===== config.mk =====
export PLATFORM = sky130hd
export DESIGN_NAME = nearest_target_go_to_goal_controller_unit
export DESIGN_NICKNAME = d
export VERILOG_FILES = /design/src/hw/rtl/ntgc_pkg.sv /design/src/hw/rtl/ntgc_mul.sv /design/src/hw/rtl/nearest_target_go_to_goal_controller_unit.sv
export SDC_FILE = /design/constraint.sdc
export NUM_CORES = 2
export LEC_CHECK = 0
export ABC_AREA = 1
export BUFFER_PORTS_ARGS = -buffer_cell sky130_fd_sc_hd__buf_2
export CAP_MARGIN = 20
export CORE_UTILIZATION = 35
export CTS_BUF_LIST = sky130_fd_sc_hd__clkbuf_8
export CTS_CLUSTER_DIAMETER = 200
export DETAILED_ROUTE_END_ITERATION = 10
export HOLD_SLACK_MARGIN = 0.12
export PLACE_DENSITY = 0.53
export SETUP_SLACK_MARGIN = 0.1
export SYNTH_ARGS = -nofsm -noshare
export SYNTH_HDL_FRONTEND = slang
export SYNTH_SLANG_ARGS = --single-unit
export TNS_END_PERCENT = 100

===== constraint.sdc =====
create_clock -name clk -period 9.8 [get_ports clk]
set_clock_uncertainty 0.2 [all_clocks]
set_input_delay 1.96 -clock clk [delete_from_list [all_inputs] [get_ports clk]]
set_output_delay 1.96 -clock clk [all_outputs]
set_load 0.01 [all_outputs]

===== src/hw/rtl/ntgc_pkg.sv =====
// ntgc_pkg: shared widths, codes, constants and the arctangent table of the
// nearest-target go-to-goal controller. Used by the multiplier and the top level.
// No dependencies.
`default_nettype none
package ntgc_pkg;

  // shared multiplier operand and product widths
  localparam int unsigned MUL_A_W = 35;
  localparam int unsigned MUL_B_W = 18;
  localparam int unsigned MUL_P_W = MUL_A_W + MUL_B_W;

  // default number of vectoring iterations
  localparam int unsigned NTGC_CORDIC_STEPS = 16;
  localparam int unsigned ATAN_LEN          = 24;

  // input operation codes
  typedef enum logic [1:0] {
    OP_POSE      = 2'd0,
    OP_CANDIDATE = 2'd1,
    OP_TICK      = 2'd2,
    OP_EMPTY     = 2'd3
  } op_t;

  // configuration register indexes
  localparam logic [1:0] REG_LINEAR_GAIN  = 2'd0;
  localparam logic [1:0] REG_ANGULAR_GAIN = 2'd1;
  localparam logic [1:0] REG_CATCH_RADIUS = 2'd2;

  localparam logic [15:0] LINEAR_GAIN_RST  = 16'd512;
  localparam logic [15:0] ANGULAR_GAIN_RST = 16'd1536;
  localparam logic [15:0] CATCH_RADIUS_RST = 16'd128;

  // cordic gain inverse in Q30, split into two 15-bit halves
  localparam longint unsigned GAIN_INV = 64'd652032874;
  localparam logic [14:0] GAIN_INV_LO = 15'(GAIN_INV % 32768);
  localparam logic [14:0] GAIN_INV_HI = 15'(GAIN_INV / 32768);

  // binary angle to Q3.12 radians factor, split into two 14-bit halves
  localparam longint unsigned RAD_CONV = 64'd105414357;
  localparam logic [13:0] RAD_CONV_LO = 14'(RAD_CONV % 16384);
  localparam logic [13:0] RAD_CONV_HI = 14'(RAD_CONV / 16384);

  localparam logic signed [18:0] PI_Q12     = 19'sd12868;
  localparam logic signed [18:0] TWO_PI_Q12 = 19'sd25736;

  // arctangent of 2^-i as a binary angle, 2^32 per turn
  function automatic logic [31:0] atan_entry(input logic [4:0] idx);
    logic [31:0] v;
    unique case (idx)
      5'd0:  v = 32'h20000000;
      5'd1:  v = 32'h12E4051E;
      5'd2:  v = 32'h09FB385B;
      5'd3:  v = 32'h051111D4;
      5'd4:  v = 32'h028B0D43;
      5'd5:  v = 32'h0145D7E1;
      5'd6:  v = 32'h00A2F61E;
      5'd7:  v = 32'h00517C55;
      5'd8:  v = 32'h0028BE53;
      5'd9:  v = 32'h00145F2F;
      5'd10: v = 32'h000A2F98;
      5'd11: v = 32'h000517CC;
      5'd12: v = 32'h00028BE6;
      5'd13: v = 32'h000145F3;
      5'd14: v = 32'h0000A2FA;
      5'd15: v = 32'h0000517D;
      5'd16: v = 32'h000028BE;
      5'd17: v = 32'h0000145F;
      5'd18: v = 32'h00000A30;
      5'd19: v = 32'h00000518;
      5'd20: v = 32'h0000028C;
      5'd21: v = 32'h00000146;
      5'd22: v = 32'h000000A3;
      5'd23: v = 32'h00000051;
      default: v = 32'h0;
    endcase
    return v;
  endfunction

endpackage
`default_nettype wire


===== src/hw/rtl/ntgc_mul.sv =====
// ntgc_mul: shared signed multiplier with a registered product.
// Depends on ntgc_pkg for operand widths.
`default_nettype none
module ntgc_mul (
  input  wire logic                                clk,
  input  wire logic                                en,
  input  wire logic signed [ntgc_pkg::MUL_A_W-1:0] a,
  input  wire logic signed [ntgc_pkg::MUL_B_W-1:0] b,
  output logic signed      [ntgc_pkg::MUL_P_W-1:0] p
);

  // product register, held while en is low
  always_ff @(posedge clk) begin
    if (en) begin
      p <= a * b;
    end
  end

endmodule
`default_nettype wire


===== src/hw/rtl/nearest_target_go_to_goal_controller_unit.sv =====
// Go-to-goal proportional controller with nearest-target selection, the top level.
// Depends on ntgc_pkg and ntgc_mul.
//
// One request at a time. A pose or empty-list request is done in the accept cycle. A
// candidate passes through S_SQX, S_SQY and S_CMP: two squares and a compare through the
// one shared multiplier. A control tick with pose and goal valid runs as follows: the
// accept cycle does the pre-rotation, then one vectoring iteration per cycle in the
// shared shift-add unit, then the states S_D1 to S_ANG pass six products through the
// shared 35x18 multiplier for distance, bearing and the two speeds, and S_OUT loads the
// result register. The result register sits between the two sides; a tick finishing
// while an earlier result is still not taken waits for it. A tick without pose or goal
// gives no result.
`default_nettype none
module nearest_target_go_to_goal_controller_unit #(
  parameter int unsigned CORDIC_STEPS = ntgc_pkg::NTGC_CORDIC_STEPS
) (
  input  wire logic        clk,
  input  wire logic        rst,
  // candidate, pose, tick and empty-list requests
  input  wire logic        s_axis_tvalid,
  output logic             s_axis_tready,
  // pos_x[15:0], pos_y[31:16], heading[46:32], target_id[54:47], zero[55]
  input  wire logic [55:0] s_axis_tdata,
  // operation[1:0]
  input  wire logic [1:0]  s_axis_tuser,
  input  wire logic        s_axis_tlast,
  // speed commands
  output logic             m_axis_tvalid,
  input  wire logic        m_axis_tready,
  // linear_speed[23:0], angular_speed[47:24], caught_id[55:48]
  output logic [55:0]      m_axis_tdata,
  // caught[0]
  output logic             m_axis_tuser,
  // configuration writes
  input  wire logic        cfg_valid,
  output logic             cfg_ready,
  input  wire logic [1:0]  cfg_index,
  input  wire logic [15:0] cfg_data
);

  localparam int unsigned STEP_W = $clog2(CORDIC_STEPS);
  localparam int unsigned AW = ntgc_pkg::MUL_A_W;
  localparam int unsigned BW = ntgc_pkg::MUL_B_W;
  localparam int unsigned PW = ntgc_pkg::MUL_P_W;

  typedef enum logic [3:0] {
    S_IDLE, S_SQX, S_SQY, S_CMP, S_ROT, S_D1, S_D2, S_D3, S_B1, S_B2,
    S_LIN, S_ANG, S_OUT
  } state_t;

  state_t state;

  // configuration
  logic [15:0] linear_gain, angular_gain, catch_radius;

  // stored pose, goal and search
  logic signed [15:0] own_x, own_y, goal_x, goal_y, best_x, best_y;
  logic signed [14:0] own_heading;
  logic [7:0]         goal_id, best_id;
  logic               pose_valid, goal_valid;
  logic [33:0]        best_square_distance;

  // candidate under work
  logic signed [15:0] cand_x, cand_y;
  logic [7:0]         cand_id;
  logic               cand_last;

  // datapath registers
  logic signed [16:0] dx, dy;
  logic signed [27:0] cx, cy;
  logic signed [33:0] cang;
  logic [STEP_W-1:0]  step;
  logic               zero_vec;
  logic [61:0]        acc;
  logic [19:0]        distance;
  logic signed [18:0] err;
  logic               caught_r;
  logic [23:0]        lin;

  // multiplier
  logic signed [AW-1:0] mul_a;
  logic signed [BW-1:0] mul_b;
  logic signed [PW-1:0] mul_p;
  logic                 mul_en;

  // request fields
  logic signed [15:0] in_x, in_y;
  logic signed [14:0] in_heading;
  logic [7:0]         in_id;
  logic signed [16:0] in_dx, in_dy, tdx, tdy;
  logic signed [27:0] sx, sy, xs, ys;
  logic [31:0]        atan_v;
  logic [27:0]        xclamp;
  logic [33:0]        mag;
  logic [33:0]        sq;
  logic [61:0]        dist_sum, brg_sum;
  logic [16:0]        q;
  logic signed [18:0] bearing, err_raw;
  logic [PW-1:0]      lin_sum;
  logic signed [PW-1:0] ang_sum;
  logic signed [PW-9:0] ang_sh;
  logic [23:0]        ang_sat;
  logic               in_fire, out_free;

  assign in_x       = s_axis_tdata[15:0];
  assign in_y       = s_axis_tdata[31:16];
  assign in_heading = s_axis_tdata[46:32];
  assign in_id      = s_axis_tdata[54:47];
  assign in_dx      = 17'(in_x) - 17'(own_x);
  assign in_dy      = 17'(in_y) - 17'(own_y);
  assign tdx        = 17'(goal_x) - 17'(own_x);
  assign tdy        = 17'(goal_y) - 17'(own_y);
  assign sx         = {{3{tdx[16]}}, tdx, 8'b0};
  assign sy         = {{3{tdy[16]}}, tdy, 8'b0};

  assign s_axis_tready = (state == S_IDLE);
  assign cfg_ready     = 1'b1;
  assign in_fire       = s_axis_tvalid && s_axis_tready;
  assign out_free      = !m_axis_tvalid || m_axis_tready;

  // shift-add unit of one vectoring iteration
  assign xs     = cx >>> step;
  assign ys     = cy >>> step;
  assign atan_v = ntgc_pkg::atan_entry(5'(step));

  // distance and bearing rounding
  assign xclamp   = cx[27] ? 28'd0 : cx;
  assign mag      = cang[33] ? 34'(-cang) : 34'(cang);
  assign sq       = 34'(acc) + 34'(mul_p);
  assign dist_sum = acc + {mul_p[46:0], 15'b0} + (62'd1 << 37);
  assign brg_sum  = acc + {mul_p[47:0], 14'b0} + (62'd1 << 43);
  assign q        = brg_sum[60:44];
  assign bearing  = zero_vec ? 19'sd0 : (cang[33] ? -19'($signed({2'b0, q}))
                                                  : 19'($signed({2'b0, q})));
  assign err_raw  = bearing - 19'(own_heading);

  // speed rounding
  assign lin_sum = mul_p + PW'(128);
  assign ang_sum = mul_p + PW'(128);
  assign ang_sh  = ang_sum[PW-1:8];

  always_comb begin
    if (ang_sh > (PW-8)'(8388607)) begin
      ang_sat = 24'h7FFFFF;
    end else if (ang_sh < -(PW-8)'(8388608)) begin
      ang_sat = 24'h800000;
    end else begin
      ang_sat = ang_sh[23:0];
    end
  end

  // multiplier operand selection
  always_comb begin
    mul_a = '0;
    mul_b = '0;
    unique case (state)
      S_SQX: begin
        mul_a = AW'(dx);
        mul_b = BW'(dx);
      end
      S_SQY: begin
        mul_a = AW'(dy);
        mul_b = BW'(dy);
      end
      S_D1: begin
        mul_a = AW'(xclamp);
        mul_b = BW'(ntgc_pkg::GAIN_INV_LO);
      end
      S_D2: begin
        mul_a = AW'(xclamp);
        mul_b = BW'(ntgc_pkg::GAIN_INV_HI);
      end
      S_D3: begin
        mul_a = AW'(mag);
        mul_b = BW'(ntgc_pkg::RAD_CONV_LO);
      end
      S_B1: begin
        mul_a = AW'(mag);
        mul_b = BW'(ntgc_pkg::RAD_CONV_HI);
      end
      S_LIN: begin
        mul_a = AW'(distance);
        mul_b = BW'(linear_gain);
      end
      S_ANG: begin
        mul_a = AW'(err);
        mul_b = BW'(angular_gain);
      end
      default: begin
        mul_a = '0;
        mul_b = '0;
      end
    endcase
  end

  assign mul_en = (state != S_OUT);

  ntgc_mul u_mul (
    .clk (clk),
    .en  (mul_en),
    .a   (mul_a),
    .b   (mul_b),
    .p   (mul_p)
  );

  // configuration registers
  always_ff @(posedge clk) begin
    if (rst) begin
      linear_gain  <= ntgc_pkg::LINEAR_GAIN_RST;
      angular_gain <= ntgc_pkg::ANGULAR_GAIN_RST;
      catch_radius <= ntgc_pkg::CATCH_RADIUS_RST;
    end else if (cfg_valid && cfg_ready) begin
      unique case (cfg_index)
        ntgc_pkg::REG_LINEAR_GAIN:  linear_gain  <= cfg_data;
        ntgc_pkg::REG_ANGULAR_GAIN: angular_gain <= cfg_data;
        ntgc_pkg::REG_CATCH_RADIUS: catch_radius <= cfg_data;
        default: ;
      endcase
    end
  end

  // sequencer, stored state and result register
  always_ff @(posedge clk) begin
    if (rst) begin
      state                <= S_IDLE;
      own_x                <= '0;
      own_y                <= '0;
      own_heading          <= '0;
      pose_valid           <= 1'b0;
      goal_x               <= '0;
      goal_y               <= '0;
      goal_id              <= '0;
      goal_valid           <= 1'b0;
      best_x               <= '0;
      best_y               <= '0;
      best_id              <= '0;
      best_square_distance <= '1;
      m_axis_tvalid        <= 1'b0;
    end else begin
      if (m_axis_tvalid && m_axis_tready && (state != S_OUT)) begin
        m_axis_tvalid <= 1'b0;
      end
      unique case (state)
        S_IDLE: begin
          if (in_fire) begin
            unique case (ntgc_pkg::op_t'(s_axis_tuser))
              ntgc_pkg::OP_POSE: begin
                own_x       <= in_x;
                own_y       <= in_y;
                own_heading <= in_heading;
                pose_valid  <= 1'b1;
              end
              ntgc_pkg::OP_CANDIDATE: begin
                dx        <= in_dx;
                dy        <= in_dy;
                cand_x    <= in_x;
                cand_y    <= in_y;
                cand_id   <= in_id;
                cand_last <= s_axis_tlast;
                state     <= S_SQX;
              end
              ntgc_pkg::OP_TICK: begin
                if (pose_valid && goal_valid) begin
                  zero_vec <= (tdx == 17'sd0) && (tdy == 17'sd0);
                  step     <= '0;
                  // quarter turn into the right half plane
                  if (!sx[27]) begin
                    cx   <= sx;
                    cy   <= sy;
                    cang <= '0;
                  end else if (!sy[27]) begin
                    cx   <= sy;
                    cy   <= -sx;
                    cang <= 34'sh040000000;
                  end else begin
                    cx   <= -sy;
                    cy   <= sx;
                    cang <= -34'sh040000000;
                  end
                  state <= S_ROT;
                end
              end
              ntgc_pkg::OP_EMPTY: begin
                goal_valid           <= 1'b0;
                best_square_distance <= '1;
              end
              default: ;
            endcase
          end
        end
        S_SQX: state <= S_SQY;
        S_SQY: begin
          acc   <= 62'(mul_p);
          state <= S_CMP;
        end
        S_CMP: begin
          // strict less keeps the earlier candidate on ties
          if (sq < best_square_distance) begin
            best_x  <= cand_x;
            best_y  <= cand_y;
            best_id <= cand_id;
          end
          if (cand_last) begin
            if (sq < best_square_distance) begin
              goal_x  <= cand_x;
              goal_y  <= cand_y;
              goal_id <= cand_id;
            end else begin
              goal_x  <= best_x;
              goal_y  <= best_y;
              goal_id <= best_id;
            end
            goal_valid           <= 1'b1;
            best_square_distance <= '1;
          end else if (sq < best_square_distance) begin
            best_square_distance <= sq;
          end
          state <= S_IDLE;
        end
        S_ROT: begin
          if (!cy[27]) begin
            cx   <= cx + ys;
            cy   <= cy - xs;
            cang <= cang + 34'(atan_v);
          end else begin
            cx   <= cx - ys;
            cy   <= cy + xs;
            cang <= cang - 34'(atan_v);
          end
          step <= step + 1'b1;
          if (step == STEP_W'(CORDIC_STEPS - 1)) begin
            state <= S_D1;
          end
        end
        S_D1: state <= S_D2;
        S_D2: begin
          acc   <= 62'(mul_p);
          state <= S_D3;
        end
        S_D3: begin
          distance <= dist_sum[57:38];
          state    <= S_B1;
        end
        S_B1: begin
          acc   <= 62'(mul_p);
          state <= S_B2;
        end
        S_B2: begin
          // wrap the heading error once into plus or minus pi
          if (err_raw > ntgc_pkg::PI_Q12) begin
            err <= err_raw - ntgc_pkg::TWO_PI_Q12;
          end else if (err_raw < -ntgc_pkg::PI_Q12) begin
            err <= err_raw + ntgc_pkg::TWO_PI_Q12;
          end else begin
            err <= err_raw;
          end
          caught_r <= (distance < 20'(catch_radius));
          state    <= S_LIN;
        end
        S_LIN: state <= S_ANG;
        S_ANG: begin
          lin   <= (lin_sum[PW-1:32] != '0) ? 24'hFFFFFF : lin_sum[31:8];
          state <= S_OUT;
        end
        S_OUT: begin
          if (out_free) begin
            m_axis_tvalid <= 1'b1;
            m_axis_tuser  <= caught_r;
            if (caught_r) begin
              m_axis_tdata <= {goal_id, 48'd0};
            end else begin
              m_axis_tdata <= {8'd0, ang_sat, lin};
            end
            state <= S_IDLE;
          end
        end
        default: state <= S_IDLE;
      endcase
    end
  end

  // a caught result carries zero speeds
  assert property (@(posedge clk) disable iff (rst)
    (m_axis_tvalid && m_axis_tuser) |-> (m_axis_tdata[47:0] == 48'd0))
    else $error("caught result with nonzero speed");

  // a result that is not caught carries no identity
  assert property (@(posedge clk) disable iff (rst)
    (m_axis_tvalid && !m_axis_tuser) |-> (m_axis_tdata[55:48] == 8'd0))
    else $error("identity on a result that is not caught");

  // a tick without pose or goal leaves the block ready
  assert property (@(posedge clk) disable iff (rst)
    (in_fire && (s_axis_tuser == ntgc_pkg::OP_TICK) && !(pose_valid && goal_valid))
    |=> s_axis_tready)
    else $error("tick without pose or goal started work");

  // a result is only loaded from the final state
  assert property (@(posedge clk) disable iff (rst)
    $rose(m_axis_tvalid) |-> ($past(state) == S_OUT))
    else $error("result appeared outside the output step");

endmodule
`default_nettype wire

==> flow_summary.toml <==
[power]
p_leak_nw = 38.3
ir_worst_vdd_mv = 0.110
combinationalPowerShare_pct = 54.4
p_sw_share_pct = 48.4
powerDensity_mw_per_mm2 = 174
p_sw_w = 0.00660
power.share.clock_pct = 20.0
p_int_w = 0.00703
sequentialPowerShare_pct = 25.6

[min_path]
worstHoldStart = "angular_gain[15]"
min_path_type = "flip-flop to flip-flop"
hold_end = "angular_gain[15]"
hold-path-cell-count = 2

[critical_path]
required_ns = 10.18
critPathKind = "flip-flop to flip-flop"
slowest_delay_ns = 0.61
rrSetupSlack_ns = 0.61
cpMostUsedCell = "inv_1"
crit_arrival_ns = 9.57
cpLargestDelayFamily = "adder cells"
cp_num_buf_inv = 11
critPathLaunchType = "flip-flop"
worstPathMaxFanout = 12
cp-end-kind = "flip-flop"
critPathSlowestCell = "nand2_1"
r2r-end = "u_mul.p[45]"
reg2reg_from = "state[3]"
reg2reg_depth = 36

[logic_synthesis]
muxShareOfSynthArea_pct = 0.428
ys.flop_type = "edfxtp_1"
synth-simple-area-share_pct = 20.4
synth_top_family_by_area = "adder cells"
async_flop_share_pct = 0
ys_seq_elements = 643
synth_warnings = 0
netlist_instances = 9538
synth_compound_area_share_pct = 13.1
synthDistinctLibCells = 83
synth_area_sq_mm = 0.0716
synth_xor_area_share_pct = 4.34
synth_seq_area_share_pct = 23.5
syn_avg_cell_area_sq_um = 7.51
synth_edf_count = 397
synthAdderAreaFrac_pct = 26.9

[global_route]
grt_overflow = 0
grt_pass1_vias = 62500
antenna_found_initial = 19
grt_max_degree = 87
track_usage_pct = 23.0
grt_pass1_wl_microns = 366000

[place]
portBuffers = 139
routabilityCongestion = 0.952
place_ws_ns = 0.326
dpl.hpwl_microns = 193000

[cts]
root_buffer = "clkbuf_8"
clk-insertion-delay-late_ns = 0.92
post_cts.repair.setup_buffers = 0
htree_levels = 3
clkTransAtPathRegs_ns = 0.07
cts.path.max_buffers = 3
cts_hold_buf = 0
cts_sinks = 643
cts_made_buffers = 115
cts_tree = "done"

[detailed_routing]
vias = 62900
first_iter_violations = 4823
wirelength_microns = 238000
avgViaCountPerCell = 5.05
first_pass_iters = 7
wl_per_cell_microns = 19.1
postRouteAntennaNets = 0
drc = 0

[die]
die_x_microns = 454
rows = 165
die_area_sq_mm = 0.206
core_sq_mm = 0.203
start_util_pct = 35.3
chipHeight_microns = 454
ios = 142

[sta]
final.min_clock_period_ns = 9.19
fmax_mhz = 109
setup-tns-final_ns = 0
hold_violations = 0
setup_viol = 0
setup_ws_ns = 0.615
slew-limit-headroom_pct = 24.6
tightest_slew_ns = 1.12
drv_slew = 0
rsz0062_at_grt = "no"
fin_crit_sh_pct = 93.7
holdWs_ns = 0.257

[layout]
drive_gt1_share_pct = 6.12
nets = 10900
final_common_cell = "nand2_1"
regArea_sq_mm = 0.0168
layout_common_cells = "nand2_1, inv_1, nor2_1, a21oi_1, fa_1"
area_delta_synth_final_pct = 9.25
multi_input_area_sq_mm = 0.0469
fillers = 21400
final_core_util_pct = 38.6

[run_status]
run_status = "finished clean"

[run]
maxCapViolations = 0
==> area by class of cell <==
cell class	count	area share, %
tap	2672	4.27
antenna	17	0.0544
inverter	1830	8.79
multi-input combinational	6810	59.9
timing repair buffer	278	2.25
clock inverter	87	0.868
sequential	643	21.5
clock buffer	130	2.29
==> per-stage QoR <==
stage	std cells	power, W	cell area, sq um
4_1_cts	12400	0.0137	78200
6_report	12500	0.0136	78200
3_5_place_dp	12200	0.0109	75700
5_1_grt	12500	0.0148	78200
3_3_place_gp	12200	0.0109	75700
2_1_floorplan	9555	0.00864	71700
==> state kept, by name, indices dropped and copies added, names as in the netlist, 17 cells and up <==
signal / flops
best_square_distance: 34
cang: 34
lin: 24
acc: 53
dy: 17
u_mul.p: 53
err: 19
cx: 28
cy: 28
atan_v: 30
m_axis_tdata: 56
distance: 20
dx: 17
==> worst register-to-register path: cells and delay by family (launching register included) <==
family,cells,cell delay [ns]
compound gates,8,1.45
xor+xnor,1,0.10
fa+ha+maj,8,3.78
buf+inv,11,1.76
flops,1,0.38
simple gates,8,1.25
==> synthesized netlist by cell type (all sizes together) (201+ instances only) <==
cell type  instances  area (sq um)
nand2           1980          7500
inv             1821          6840
nor2             956          3690
a21oi            717          3610
o21ai            637          3210
fa               610         12200
ha               564          7060
edfxtp           397         11900
nand3            314          1600
dfxtp            246          4920
xor2             246          2170
clkbuf           201           754
==> per-layer routing <==
| layer | share of wire, % | vias to the layer above | routed length, microns | GRT usage [%] |
|---|---|---|---|---|
| met4 | 4.3 | 0 | 10200 | 9.01 |
| met2 | 47 | 1719 | 112000 | 38.7 |
| met1 | 44 | 30000 | 104000 | 29.9 |
| met5 | 0 | - | 0 | 0 |
| li1 | - | 30800 | - | - |
| met3 | 5.1 | 380 | 12000 | 2.65 |
==> power groups by stage <==
stage	Combinational [W]	Clock, W	Sequential, W
final	0.00742	0.00272	0.00349
after global routing	0.00833	0.00292	0.00351
after CTS	0.00743	0.00280	0.00349
after detailed placement	0.00738	0	0.00355
after global placement	0.00732	0	0.00354
after floorplan	0.00515	0	0.00348
==> worst max-delay path by stage <==
stage / startpoint / endpoint / slack, ns / cells past startpoint
after detailed placement: state[3] / u_mul.p[48] / 0.33 / 31
after global placement: state[3] / u_mul.p[48] / 0.48 / 31
final: state[3] / u_mul.p[45] / 0.61 / 36
after floorplan: state[2] / u_mul.p[50] / 2.18 / 32
after CTS: state[3] / u_mul.p[48] / 0.25 / 31
after global routing: cang[1] / u_mul.p[50] / 0.16 / 34
==> timing repair <==
action | CTS | global route
gates resized for setup | 0 | 4
hold endpoints to repair | 0 | 0
endpoints found under the setup margin | 0 | 8
==> kinds of logic (layout without fill, tap and decap cells) <==
group	after synthesis	after routing
AOI/OAI and AO/OA	1693	1693
xor gates and xnor gates	351	351
adders and majority gates	1174	1174
buffers and inverters	2102	2325
DFF	643	643
muxes	29	29
other	2	36
and+or+nand+nor	3544	3544
(Power assumes the default switching activity.)
